[config.mk]
export PLATFORM = sky130hd
export DESIGN_NAME = bankers_safety_allocator
export DESIGN_NICKNAME = d
export VERILOG_FILES = /design/src/design/bsa_pkg.sv /design/src/design/bankers_safety_allocator.sv /design/src/design/bsa_ctrl.sv /design/src/design/bsa_datapath.sv
export SDC_FILE = /design/constraint.sdc
export NUM_CORES = 2
export LEC_CHECK = 0
export BUFFER_PORTS_ARGS = -buffer_cell sky130_fd_sc_hd__buf_2
export CORE_MARGIN = 3
export CORE_UTILIZATION = 69
export CTS_BUF_LIST = sky130_fd_sc_hd__clkbuf_8 sky130_fd_sc_hd__clkbuf_16
export DETAILED_ROUTE_END_ITERATION = 6
export GPL_TIMING_DRIVEN = 0
export HOLD_SLACK_MARGIN = 0.12
export PLACE_DENSITY = 0.88
export SLEW_MARGIN = 5
export SYNTH_ARGS = -nofsm -noshare
export SYNTH_HDL_FRONTEND = slang
export SYNTH_SLANG_ARGS = --single-unit
[constraint.sdc]
create_clock -name aclk -period 16.8 [get_ports aclk]
set_clock_uncertainty 0.05 [all_clocks]
set_input_delay 1.68 -clock aclk [delete_from_list [all_inputs] [get_ports aclk]]
set_output_delay 1.68 -clock aclk [all_outputs]
set_load 0.02 [all_outputs]
[src/design/bsa_pkg.sv]
`timescale 1ns / 1ps
package bsa_pkg;
    localparam int PROCESSES = 8;
    localparam int RESOURCES = 4;
    localparam int PW = $clog2(PROCESSES);
    localparam int RW = $clog2(RESOURCES);
    localparam logic [10:0] WORK_MAX = 11'd2047;

    typedef enum logic [1:0] {
        OP_LOAD  = 2'd0,
        OP_AVAIL = 2'd1,
        OP_REQ   = 2'd2,
        OP_CHECK = 2'd3
    } op_t;

    typedef enum logic [2:0] {
        ST_OK      = 3'd0,
        ST_CLAIM   = 3'd1,
        ST_UNAVAIL = 3'd2,
        ST_UNSAFE  = 3'd3,
        ST_REJECT  = 3'd4
    } status_t;

    typedef enum logic [3:0] {
        S_IDLE, S_DECIDE, S_WINIT, S_WSCAN, S_WPASS, S_ROLLBACK,
        S_RESULT, S_EMIT
    } state_t;

    typedef struct packed {
        logic take;
        logic decide;
        logic walk_init;
        logic walk_step;
        logic pass_start;
        logic mark_unsafe;
        logic rollback;
        logic emit_next;
    } cmd_t;

    typedef struct packed {
        op_t     op;
        logic    imm_done;
        status_t imm_status;
        logic    at_end;
        logic    found;
        logic    complete;
        logic    emit_last;
    } stat_t;
endpackage

[src/design/bankers_safety_allocator.sv]
`timescale 1ns / 1ps
// Load, set-available and rejected requests pass a decide state and then offer their
// word from the result state. A safety walk scans the active processes in passes
// until all have finished or a pass finds none that fits.
// One item is worked on at a time; a safe check then emits one word per active process.
// Synchronous active-low reset clears the allocation and need tables, the available vector and the
// configuration to eight processes and four resource types.
module bankers_safety_allocator (
    input  logic       aclk,
    input  logic       aresetn,
    input  logic       cfg_we,
    input  logic       cfg_index,
    input  logic [3:0] cfg_data,
    input  logic       s_valid,
    output logic       s_ready,
    input  logic [1:0] s_opcode,
    input  logic [2:0] s_process_index,
    input  logic [1:0] s_resource_index,
    input  logic [7:0] s_value_a,
    input  logic [7:0] s_value_b,
    input  logic [7:0] s_request_0,
    input  logic [7:0] s_request_1,
    input  logic [7:0] s_request_2,
    input  logic [7:0] s_request_3,
    output logic       m_valid,
    input  logic       m_ready,
    output logic [2:0] m_status,
    output logic [2:0] m_seq_process,
    output logic       m_last
);
    bsa_pkg::cmd_t  cmd;
    bsa_pkg::stat_t st;
    logic           res_walk;

    bsa_ctrl u_ctrl (
        .aclk, .aresetn, .s_valid, .s_ready, .m_valid, .m_ready,
        .st, .cmd, .res_walk
    );

    bsa_datapath u_dp (
        .aclk, .aresetn, .cfg_we, .cfg_index, .cfg_data,
        .s_opcode, .s_process_index, .s_resource_index, .s_value_a, .s_value_b,
        .s_req({s_request_3, s_request_2, s_request_1, s_request_0}),
        .cmd, .res_walk, .st, .m_status, .m_seq_process, .m_last
    );

    a_no_overlap: assert property (@(posedge aclk) disable iff (!aresetn)
        !(s_ready && m_valid)) else $error("input taken while a word is pending");
    a_walk_ok: assert property (@(posedge aclk) disable iff (!aresetn)
        (m_valid && m_seq_process != 3'd0) |-> (m_status == 3'd0))
        else $error("sequence word with bad status");
    a_last_idle: assert property (@(posedge aclk) disable iff (!aresetn)
        (m_valid && m_ready && m_last) |=> s_ready) else $error("no return to idle");
endmodule

[src/design/bsa_ctrl.sv]
`timescale 1ns / 1ps
module bsa_ctrl (
    input  logic           aclk,
    input  logic           aresetn,
    input  logic           s_valid,
    output logic           s_ready,
    output logic           m_valid,
    input  logic           m_ready,
    input  bsa_pkg::stat_t st,
    output bsa_pkg::cmd_t  cmd,
    output logic           res_walk
);
    bsa_pkg::state_t state_reg, state_next;

    always_ff @(posedge aclk) begin
        if (!aresetn) begin
            state_reg <= bsa_pkg::S_IDLE;
        end else begin
            state_reg <= state_next;
        end
    end

    always_comb begin
        state_next = state_reg;
        unique case (state_reg)
            bsa_pkg::S_IDLE: if (s_valid) state_next = bsa_pkg::S_DECIDE;
            bsa_pkg::S_DECIDE: begin
                if (st.imm_done) state_next = bsa_pkg::S_RESULT;
                else state_next = bsa_pkg::S_WINIT;
            end
            bsa_pkg::S_WINIT: state_next = bsa_pkg::S_WSCAN;
            bsa_pkg::S_WSCAN: begin
                if (st.complete) begin
                    state_next = (st.op == bsa_pkg::OP_CHECK) ? bsa_pkg::S_EMIT
                                                              : bsa_pkg::S_RESULT;
                end else if (st.at_end) begin
                    state_next = bsa_pkg::S_WPASS;
                end
            end
            bsa_pkg::S_WPASS: begin
                if (!st.found) begin
                    state_next = (st.op == bsa_pkg::OP_REQ) ? bsa_pkg::S_ROLLBACK
                                                            : bsa_pkg::S_RESULT;
                end else begin
                    state_next = bsa_pkg::S_WSCAN;
                end
            end
            bsa_pkg::S_ROLLBACK: state_next = bsa_pkg::S_RESULT;
            bsa_pkg::S_RESULT: if (m_ready) state_next = bsa_pkg::S_IDLE;
            bsa_pkg::S_EMIT: if (m_ready && st.emit_last) state_next = bsa_pkg::S_IDLE;
            default: state_next = bsa_pkg::S_IDLE;
        endcase
    end

    always_comb begin
        cmd      = '0;
        s_ready  = 1'b0;
        m_valid  = 1'b0;
        res_walk = 1'b0;
        unique case (state_reg)
            bsa_pkg::S_IDLE: begin
                s_ready  = 1'b1;
                cmd.take = s_valid;
            end
            bsa_pkg::S_DECIDE:   cmd.decide = 1'b1;
            bsa_pkg::S_WINIT:    cmd.walk_init = 1'b1;
            bsa_pkg::S_WSCAN:    cmd.walk_step = !st.complete && !st.at_end;
            bsa_pkg::S_WPASS: begin
                cmd.pass_start  = st.found;
                cmd.mark_unsafe = !st.found;
            end
            bsa_pkg::S_ROLLBACK: cmd.rollback = 1'b1;
            bsa_pkg::S_RESULT:   m_valid = 1'b1;
            bsa_pkg::S_EMIT: begin
                m_valid       = 1'b1;
                res_walk      = 1'b1;
                cmd.emit_next = m_ready;
            end
            default: ;
        endcase
    end
endmodule

[src/design/bsa_datapath.sv]
`timescale 1ns / 1ps
module bsa_datapath (
    input  logic                            aclk,
    input  logic                            aresetn,
    input  logic                            cfg_we,
    input  logic                            cfg_index,
    input  logic [3:0]                      cfg_data,
    input  logic [1:0]                      s_opcode,
    input  logic [2:0]                      s_process_index,
    input  logic [1:0]                      s_resource_index,
    input  logic [7:0]                      s_value_a,
    input  logic [7:0]                      s_value_b,
    input  logic [bsa_pkg::RESOURCES*8-1:0] s_req,
    input  bsa_pkg::cmd_t                   cmd,
    input  logic                            res_walk,
    output bsa_pkg::stat_t                  st,
    output logic [2:0]                      m_status,
    output logic [2:0]                      m_seq_process,
    output logic                            m_last
);
    localparam int P = bsa_pkg::PROCESSES;
    localparam int R = bsa_pkg::RESOURCES;
    localparam int PW = bsa_pkg::PW;

    logic [3:0] nproc_cfg_reg;
    logic [2:0] nres_cfg_reg;
    logic [7:0] alloc_reg [P][R];
    logic [7:0] need_reg [P][R];
    logic [7:0] avail_reg [R];
    logic [10:0] work_reg [R];
    logic [P-1:0] fin_reg;
    logic [PW-1:0] seq_reg [P];
    logic [PW:0] count_reg, emit_reg, np;
    // One bit wider than a table index so that the end of a pass is visible.
    logic [PW:0] scan_reg;
    logic found_reg;
    logic [1:0] op_reg;
    logic [2:0] pi_reg;
    logic [1:0] ri_reg;
    logic [7:0] va_reg, vb_reg;
    logic [7:0] req_reg [R];
    bsa_pkg::status_t status_reg;
    logic [R-1:0] ract;
    logic [2:0] nr;
    logic fits, pi_ok, ri_ok;
    logic [R-1:0] over_need, over_avail;

    always_ff @(posedge aclk) begin
        if (!aresetn) begin
            nproc_cfg_reg <= 4'd8;
            nres_cfg_reg  <= 3'd4;
        end else if (cfg_we) begin
            if (cfg_index) nres_cfg_reg <= cfg_data[2:0];
            else nproc_cfg_reg <= cfg_data;
        end
    end

    always_comb begin
        np = (nproc_cfg_reg == 4'd0) ? (PW+1)'(1)
           : (32'(nproc_cfg_reg) > P) ? (PW+1)'(P) : (PW+1)'(nproc_cfg_reg);
        nr = (nres_cfg_reg == 3'd0) ? 3'd1
           : (32'(nres_cfg_reg) > R) ? 3'(R) : nres_cfg_reg;
        for (int r = 0; r < R; r++) ract[r] = (32'(r) < 32'(nr));
        pi_ok = (32'(pi_reg) < P);
        ri_ok = (32'(ri_reg) < R);
        fits = !fin_reg[scan_reg[PW-1:0]];
        for (int r = 0; r < R; r++) begin
            if (ract[r] && 11'(need_reg[scan_reg[PW-1:0]][r]) > work_reg[r]) fits = 1'b0;
            over_need[r]  = ract[r] && pi_ok && (req_reg[r] > need_reg[pi_reg[PW-1:0]][r]);
            over_avail[r] = ract[r] && (req_reg[r] > avail_reg[r]);
        end
    end

    always_comb begin
        st            = '0;
        st.op         = bsa_pkg::op_t'(op_reg);
        st.at_end     = (count_reg == np) ? 1'b0 : (scan_reg >= np);
        st.found      = found_reg;
        st.complete   = (count_reg == np);
        st.emit_last  = (emit_reg + 1'b1 == np);
        st.imm_done   = 1'b1;
        st.imm_status = bsa_pkg::ST_OK;
        unique case (bsa_pkg::op_t'(op_reg))
            bsa_pkg::OP_LOAD: begin
                if (!pi_ok || !ri_ok || vb_reg > va_reg) st.imm_status = bsa_pkg::ST_REJECT;
            end
            bsa_pkg::OP_AVAIL: ;
            bsa_pkg::OP_REQ: begin
                if (4'(pi_reg) >= 4'(np) || |over_need) st.imm_status = bsa_pkg::ST_CLAIM;
                else if (|over_avail) st.imm_status = bsa_pkg::ST_UNAVAIL;
                else st.imm_done = 1'b0;
            end
            bsa_pkg::OP_CHECK: st.imm_done = 1'b0;
            default: ;
        endcase
    end

    always_ff @(posedge aclk) begin
        if (!aresetn) begin
            for (int p = 0; p < P; p++) begin
                for (int r = 0; r < R; r++) begin
                    alloc_reg[p][r] <= '0;
                    need_reg[p][r]  <= '0;
                end
            end
            for (int r = 0; r < R; r++) begin
                avail_reg[r] <= '0;
                work_reg[r]  <= '0;
            end
            fin_reg   <= '0;
            count_reg <= '0;
            emit_reg  <= '0;
            scan_reg  <= '0;
            found_reg <= 1'b0;
        end else begin
            if (cmd.take) begin
                op_reg <= s_opcode;
                pi_reg <= s_process_index;
                ri_reg <= s_resource_index;
                va_reg <= s_value_a;
                vb_reg <= s_value_b;
                for (int r = 0; r < R; r++) req_reg[r] <= s_req[r*8 +: 8];
            end
            if (cmd.decide) begin
                status_reg <= st.imm_status;
                if (op_reg == bsa_pkg::OP_LOAD && st.imm_status == bsa_pkg::ST_OK) begin
                    alloc_reg[pi_reg[PW-1:0]][ri_reg] <= vb_reg;
                    need_reg[pi_reg[PW-1:0]][ri_reg]  <= va_reg - vb_reg;
                end
                if (op_reg == bsa_pkg::OP_AVAIL && ri_ok) avail_reg[ri_reg] <= va_reg;
                if (op_reg == bsa_pkg::OP_REQ && !st.imm_done) begin
                    for (int r = 0; r < R; r++) begin
                        if (ract[r]) begin
                            avail_reg[r] <= avail_reg[r] - req_reg[r];
                            alloc_reg[pi_reg[PW-1:0]][r] <= alloc_reg[pi_reg[PW-1:0]][r] + req_reg[r];
                            need_reg[pi_reg[PW-1:0]][r]  <= need_reg[pi_reg[PW-1:0]][r] - req_reg[r];
                        end
                    end
                end
            end
            if (cmd.walk_init) begin
                for (int r = 0; r < R; r++) work_reg[r] <= 11'(avail_reg[r]);
                fin_reg   <= '0;
                count_reg <= '0;
                emit_reg  <= '0;
                scan_reg  <= '0;
                found_reg <= 1'b0;
                status_reg <= bsa_pkg::ST_OK;
            end
            if (cmd.walk_step) begin
                if (fits) begin
                    for (int r = 0; r < R; r++) begin
                        if (ract[r]) begin
                            work_reg[r] <= (12'(work_reg[r]) +
                                            12'(alloc_reg[scan_reg[PW-1:0]][r]) >
                                            12'(bsa_pkg::WORK_MAX)) ? bsa_pkg::WORK_MAX
                                         : work_reg[r] + 11'(alloc_reg[scan_reg[PW-1:0]][r]);
                        end
                    end
                    fin_reg[scan_reg[PW-1:0]]   <= 1'b1;
                    seq_reg[count_reg[PW-1:0]]  <= scan_reg[PW-1:0];
                    count_reg                   <= count_reg + 1'b1;
                    found_reg                   <= 1'b1;
                end
                scan_reg <= scan_reg + 1'b1;
            end
            if (cmd.pass_start) begin
                scan_reg  <= '0;
                found_reg <= 1'b0;
            end
            if (cmd.mark_unsafe) status_reg <= bsa_pkg::ST_UNSAFE;
            if (cmd.rollback) begin
                status_reg <= bsa_pkg::ST_UNSAFE;
                for (int r = 0; r < R; r++) begin
                    if (ract[r]) begin
                        avail_reg[r] <= avail_reg[r] + req_reg[r];
                        alloc_reg[pi_reg[PW-1:0]][r] <= alloc_reg[pi_reg[PW-1:0]][r] - req_reg[r];
                        need_reg[pi_reg[PW-1:0]][r]  <= need_reg[pi_reg[PW-1:0]][r] + req_reg[r];
                    end
                end
            end
            if (cmd.emit_next) emit_reg <= emit_reg + 1'b1;
        end
    end

    assign m_status      = res_walk ? 3'(bsa_pkg::ST_OK) : 3'(status_reg);
    assign m_seq_process = res_walk ? 3'(seq_reg[emit_reg[PW-1:0]]) : 3'd0;
    assign m_last        = res_walk ? st.emit_last : 1'b1;
endmodule

Yosys cells after proc, flatten, opt, wreduce, memory -nomap -nowiden
Memories as Yosys holds them, arrays and structs flattened. A register that Yosys moved wholly into a read port is not among the register bits.
Index checks and enable logic that the tools add are counted.
{"block": "op_classes", "n_addsub": 36, "n_lt_le_gt_ge": 29, "n_eq_ne": 16, "mux": 292, "bitwise": 148, "reduce_logical": 46}
{"op": "$mux W1", "n": 218}
{"op": "$mux W32", "n": 5}
{"op": "$or A1 B1 Y1", "n": 144}
{"op": "$mux W11", "n": 12}
{"op": "$mux W8", "n": 14}
{"op": "$sub A8 B8 Y8", "n": 13}
{"op": "$add A8 B8 Y8", "n": 12}
{"op": "$gt A8 B8 Y1", "n": 9}
{"op": "$reduce_or A32 Y1", "n": 2}
{"op": "$mux W4", "n": 14}
{"op": "$mux W3", "n": 18}
{"op": "$add A11 B8 Y12", "n": 4}
{"op": "$gt A12 B11 Y1 const B", "n": 4}
{"op": "$add A11 B8 Y11", "n": 4}
{"op": "$gt A8 B11 Y1", "n": 4}
{"op": "$pmux W4 S8", "n": 1}
{"op": "$logic_and A1 B1 Y1", "n": 18}
{"op": "$demux W8 S2", "n": 1}
{"op": "$eq A4 B3 Y1 const B", "n": 4}
{"op": "$add A4 B1 Y4 const B", "n": 3}
{"op": "$mux W2", "n": 5}
{"op": "$eq A4 B2 Y1 const B", "n": 2}
{"op": "$eq A4 B4 Y1", "n": 2}
{"op": "$logic_not A4 Y1", "n": 2}
{"op": "other kinds (35)", "n": 52}
{"block": "word_totals", "register_bits": 58, "mem_bits_rw": 644, "inputBits": 65, "output_inout_bits": 9, "word_cells": 588, "memories": 6}
{"memory": "u_dp.alloc_reg", "depth": 8, "width": 32, "rd": 2, "rd_clocked_by_memory_dff": 2, "wr": 8, "line": "bsa_datapath.sv:27", "rtl": "logic [7:0] alloc_reg [P][R];"}
{"memory": "u_dp.need_reg", "depth": 8, "width": 32, "rd": 2, "rd_clocked_by_memory_dff": 2, "wr": 8, "line": "bsa_datapath.sv:28", "rtl": "logic [7:0] need_reg [P][R];"}
{"memory": "u_dp.work_reg", "depth": 4, "width": 11, "rd": 4, "rd_clocked_by_memory_dff": 0, "wr": 4, "line": "bsa_datapath.sv:30", "rtl": "logic [10:0] work_reg [R];"}
{"memory": "u_dp.avail_reg", "depth": 4, "width": 8, "rd": 4, "rd_clocked_by_memory_dff": 0, "wr": 4, "line": "bsa_datapath.sv:29", "rtl": "logic [7:0] avail_reg [R];"}
{"memory": "u_dp.req_reg", "depth": 4, "width": 8, "rd": 4, "rd_clocked_by_memory_dff": 0, "wr": 4, "line": "bsa_datapath.sv:41", "rtl": "logic [7:0] req_reg [R];"}
{"memory": "u_dp.seq_reg", "depth": 8, "width": 3, "rd": 1, "rd_clocked_by_memory_dff": 1, "wr": 1, "line": "bsa_datapath.sv:32", "rtl": "logic [PW-1:0] seq_reg [P];"}

Logic depth before layout (Yosys ltp)
{"block": "logic_depth", "ltp_word": 19, "depth_mapped": 19, "depth_no_buf": 15}

Modules after synthesis
From an unflattened synthesis, not the netlist that was laid out.
{"block": "unflattened", "cells_unflattened": 3680, "area_unflattened_um2": 44107.3}
{"module": "bsa_datapath", "n_inst": 1, "cells_per_inst": 3635, "area_per_inst_um2": 43775.7, "seq_area_each_um2": 20830.0}
{"module": "bsa_ctrl", "n_inst": 1, "cells_per_inst": 45, "area_per_inst_um2": 331.6, "seq_area_each_um2": 60.1}

Least setup slack after synthesis
OpenSTA, ideal clock, no wires.
{"block": "synth_path", "path_type": "reg2reg", "startpoint": "register with a tool-made name", "endpoint": "memory u_dp.alloc_reg[0][10] (netlist bit) (enable)", "setup_ns": 0.372, "t_arrival_ns": 4.964, "required_ns": 16.378, "slack_ns": 11.414, "stages_incl_launch_ff": 18, "n_path_buf": 6, "period_less_slack_ns": 5.386, "path_cell_list": "dfxtp_1 > buf_2 > clkbuf_1 > buf_1 > mux4_2 > mux2_2 > ha_1 > clkbuf_1 > o2111ai_1 > a21o_1 > a211oi_1 > and4_1 > buf_4 > a21oi_4 > o22ai_4 > nand2_4 > buf_6 > nand2_1"}
{"item": "end, declared", "line": "bsa_datapath.sv:27"}

==> impl_metrics.yaml <==
clock_tree:
  numCtsBuffers: 74
  cts-root-buf: "clkbuf_16"
  cts_tree: "done"
  cts.clk_slew.worst_paths_ps: 70
  htreeDepth: 3
  cts_hold_buf: 0
  cts-resized-gates: 0
  post_cts.repair.setup_buffers: 0
  cts_buffer_depth: 3
  cts.sinks: 710
  clock_latency_ps: 640
run_status:
  status: "complete, but fails checks"
  violations: "DRC, capacitance limit, slew limit"
timing:
  tightest_slew_ps: 1540
  maxSlewHeadroom_pct: -2.94
  rsz0062_at_grt: "no"
  report.final.slew_viol_count: 11
  period_needed_ps: 8350
  final_hold_viol_count: 0
  period_share_pct: 49.7
  fin_tns_setup_ps: 0
  setup_viol: 0
  max_freq_mhz: 120
floorplan:
  dieArea_mm2: 0.0669
  die_h_um: 259
  die_w_um: 259
  floorplan.initialDensity_pct: 70.6
  ioPinCount: 74
  core.rowCount: 91
  fp.coreArea_mm2: 0.0624
yosys:
  synthesis.nets: 4012
  ys_warn_count: 0
  ys_seq_area_share_pct: 47.4
  ys_ff_latch: 710
  synth_ff_type: "edfxtp_1"
  syn_avg_cell_area_um2: 12.0
  synth-edff-count: 667
  synth_top_area_share_pct: 45.5
  yosysTopAreaCell: "edfxtp_1"
  async_reset_ff_share_pct: 0
  netlist_instances: 3656
  post_synth_num_cell_types: 89
  synth_area_leaders: "edfxtp_1 45%, mux4_2 13%, ha_1 7.4%"
  netlist_area_mm2: 0.0440
cells_and_area:
  drive_above_1_share_pct: 17.7
  final_util_pct: 76.8
  areaGrowthSynthToFinish_pct: 8.83
  fillers: 3839
  multiInputGateArea_mm2: 0.0218
  regArea_mm2: 0.0209
  nets: 4168
  final_cell_area_mm2: 0.0479
worst_setup_path:
  cp_max_fo: 16
  crit_arrival_ps: 8410
  crit_chain: "buf_2 -> clkbuf_1 -> buf_1 -> mux4_2 -> mux2_2 -> ha_1 -> a21o_1 -> a21oi_1 -> o21ai_0 -> a31o_2 -> and4_1 -> buf_4 -> nand3_2 -> o211ai_2 -> nand2_1 -> clkbuf_1 -> nand2_1"
  cp_slowest_cell: "buf_1"
  crit_type: "flip-flop to flip-flop"
  endpoint_kind: "flip-flop"
  cpPeakStageDelay_ps: 1000
  critPathLaunchType: "flip-flop"
  worst_ep_required_time_ps: 16860
grt:
  grt_pass1_vias: 34800
  grt_usage_pct: 45.9
  overflow: 0
  grt_max_degree: 54
  grt_pass1_wl_mm: 221
  antenna_found_initial: 1
place:
  placed_area_mm2: 0.0456
  port_buffers: 72
  place.gp.congestion: 1.03
  hpwl_mm: 108
route:
  drt-initial-drc-count: 6158
  vias: 35100
  routed_wirelength_mm: 154
  antenna_left: 0
  avgRoutedWirePerCell_um: 32.6
  drcViolationCount: 2
  post_drt_via_cell_ratio: 7.46
  dr.pass1.iters: 7
pwr:
  leakagePower_nw: 18.3
  power_w: 0.00624
  ir_worst_vdd_uv: 117
  cellPowerDensity_mw_per_mm2: 130
worst_hold_path:
  worstHoldPathType: "flip-flop to flip-flop"
flow_run:
  max_cap_violations: 1
==> layout by cell type (no fill, tap or decap), types with 13 or more instances in the layout <==
master	n
a21o_1	46
a221o_1	13
o22ai_1	26
edfxtp_1	667
inv_1	175
mux2_2	112
nand2b_1	30
clkbuf_1	95
buf_2	112
a22oi_1	16
o21a_1	26
xor2_1	27
buf_1	25
buf_6	13
nor2b_1	57
or3_1	14
a21oi_1	153
dfxtp_1	43
clkbuf_16	75
o21bai_1	28
a211oi_1	35
o211ai_1	25
fa_1	29
o221ai_1	17
ha_1	262
nor2_1	680
xnor2_1	67
o21ai_0	134
nand4_1	13
mux2i_1	40
nand2_1	182
nor3_1	35
nand3_1	45
nand2_2	16
mux4_2	264
==> per-stage QoR <==
| stage | worst slack [ps] | hold slack [ps] | cells |
|---|---|---|---|
| after floorplan | 11410 | 370 | 3656 |
| after global placement | 8300 | 388 | 4565 |
| after detailed placement | 8660 | 397 | 4572 |
| after CTS | 8630 | 412 | 4704 |
| after global routing | 8450 | 449 | 4705 |
| final | 8450 | 421 | 4706 |
==> power by group <==
| part | total [W] | internal, W | leakage [nW] | switching (W) |
|---|---|---|---|---|
| sequential | 0.00220 | 0.00208 | 7.15 | 0.000127 |
| clock | 0.00162 | 0.000898 | 1.21 | 0.000724 |
| combinational | 0.00241 | 0.000902 | 9.97 | 0.00151 |
==> logic make-up after synthesis <==
kind of cell | Yosys count | share of synthesized area, %
fa+ha+maj | 291 | 8.76
xor+xnor | 94 | 1.87
mux | 416 | 17.3
buf+inv | 336 | 3.11
simple gates | 1158 | 11.6
compound gates | 651 | 9.93
flops | 710 | 47.4
==> cell usage after synthesis (all sizes together), types with 8 or more instances <==
| library cell | instances |
|---|---|
| nor2 | 680 |
| edfxtp | 667 |
| mux4 | 264 |
| ha | 262 |
| nand2 | 206 |
| inv | 156 |
| a21oi | 155 |
| o21ai | 142 |
| mux2 | 112 |
| clkbuf | 99 |
| buf | 80 |
| xnor2 | 67 |
| nor2b | 57 |
| a21o | 46 |
| nand3 | 46 |
| dfxtp | 43 |
| mux2i | 40 |
| nor3 | 39 |
| a211oi | 37 |
| nand2b | 30 |
| fa | 29 |
| o21bai | 28 |
| o211ai | 27 |
| o22ai | 27 |
| xor2 | 27 |
| o21a | 26 |
| o221ai | 17 |
| a22oi | 16 |
| nor4 | 14 |
| or3 | 14 |
| a221o | 13 |
| nand4 | 13 |
| a31oi | 12 |
| nor3b | 12 |
| o41ai | 11 |
| a221oi | 10 |
| a22o | 10 |
| and3 | 10 |
| a211o | 9 |
| a31o | 9 |
| and2 | 9 |
| a32o | 8 |
| o2bb2ai | 8 |
| or2 | 8 |
==> worst max-delay path, delay by kind of cell, from the launching register on <==
| kind | cells | cell delay [ps] |
|---|---|---|
| buffers and inverters | 5 | 3120 |
| and+or+nand+nor | 4 | 1630 |
| AOI/OAI and AO/OA | 5 | 1200 |
| muxes | 2 | 970 |
| DFF | 1 | 440 |
| adders and majority gates | 1 | 370 |
==> final cells by class <==
type                            count  share of cell area [%]
Antenna cell                        1                 0.00522
Buffer                            179                    1.68
Clock buffer                       76                    3.94
Clock inverter                     56                   0.906
Inverter                          157                    1.23
Multi-Input combinational cell   2610                    45.5
Sequential cell                   710                    43.6
Tap cell                          837                    2.18
Timing Repair Buffer               80                   0.974
==> path summary, 6_finish.rpt <==
path / start / end / slack, ps / depth (start not counted)
setup reg to reg: flip-flop / u_dp.alloc_reg[3][18]$_SDFFCE_PN0P_ / 8450 / 17
setup / recovery: flip-flop / u_dp.alloc_reg[3][18]$_SDFFCE_PN0P_ / 8450 / 17
hold reg to reg: u_dp.fin_reg[7]$_SDFF_PN0_ / u_dp.fin_reg[7]$_SDFF_PN0_ / 420 / 2
hold / removal: u_dp.fin_reg[7]$_SDFF_PN0_ / u_dp.fin_reg[7]$_SDFF_PN0_ / 420 / 2
==> metal layers <==
layer / vias up / global-route usage (%) / share of wire, %
met1: 16800 / 58.2 / 33
met3: 815 / 17.4 / 16
li1: 14100 / - / -
met4: 0 / 32.4 / 8.9
met5: - / 0 / 0
met2: 3325 / 65.3 / 42
Power figures use the tool's default switching activity.
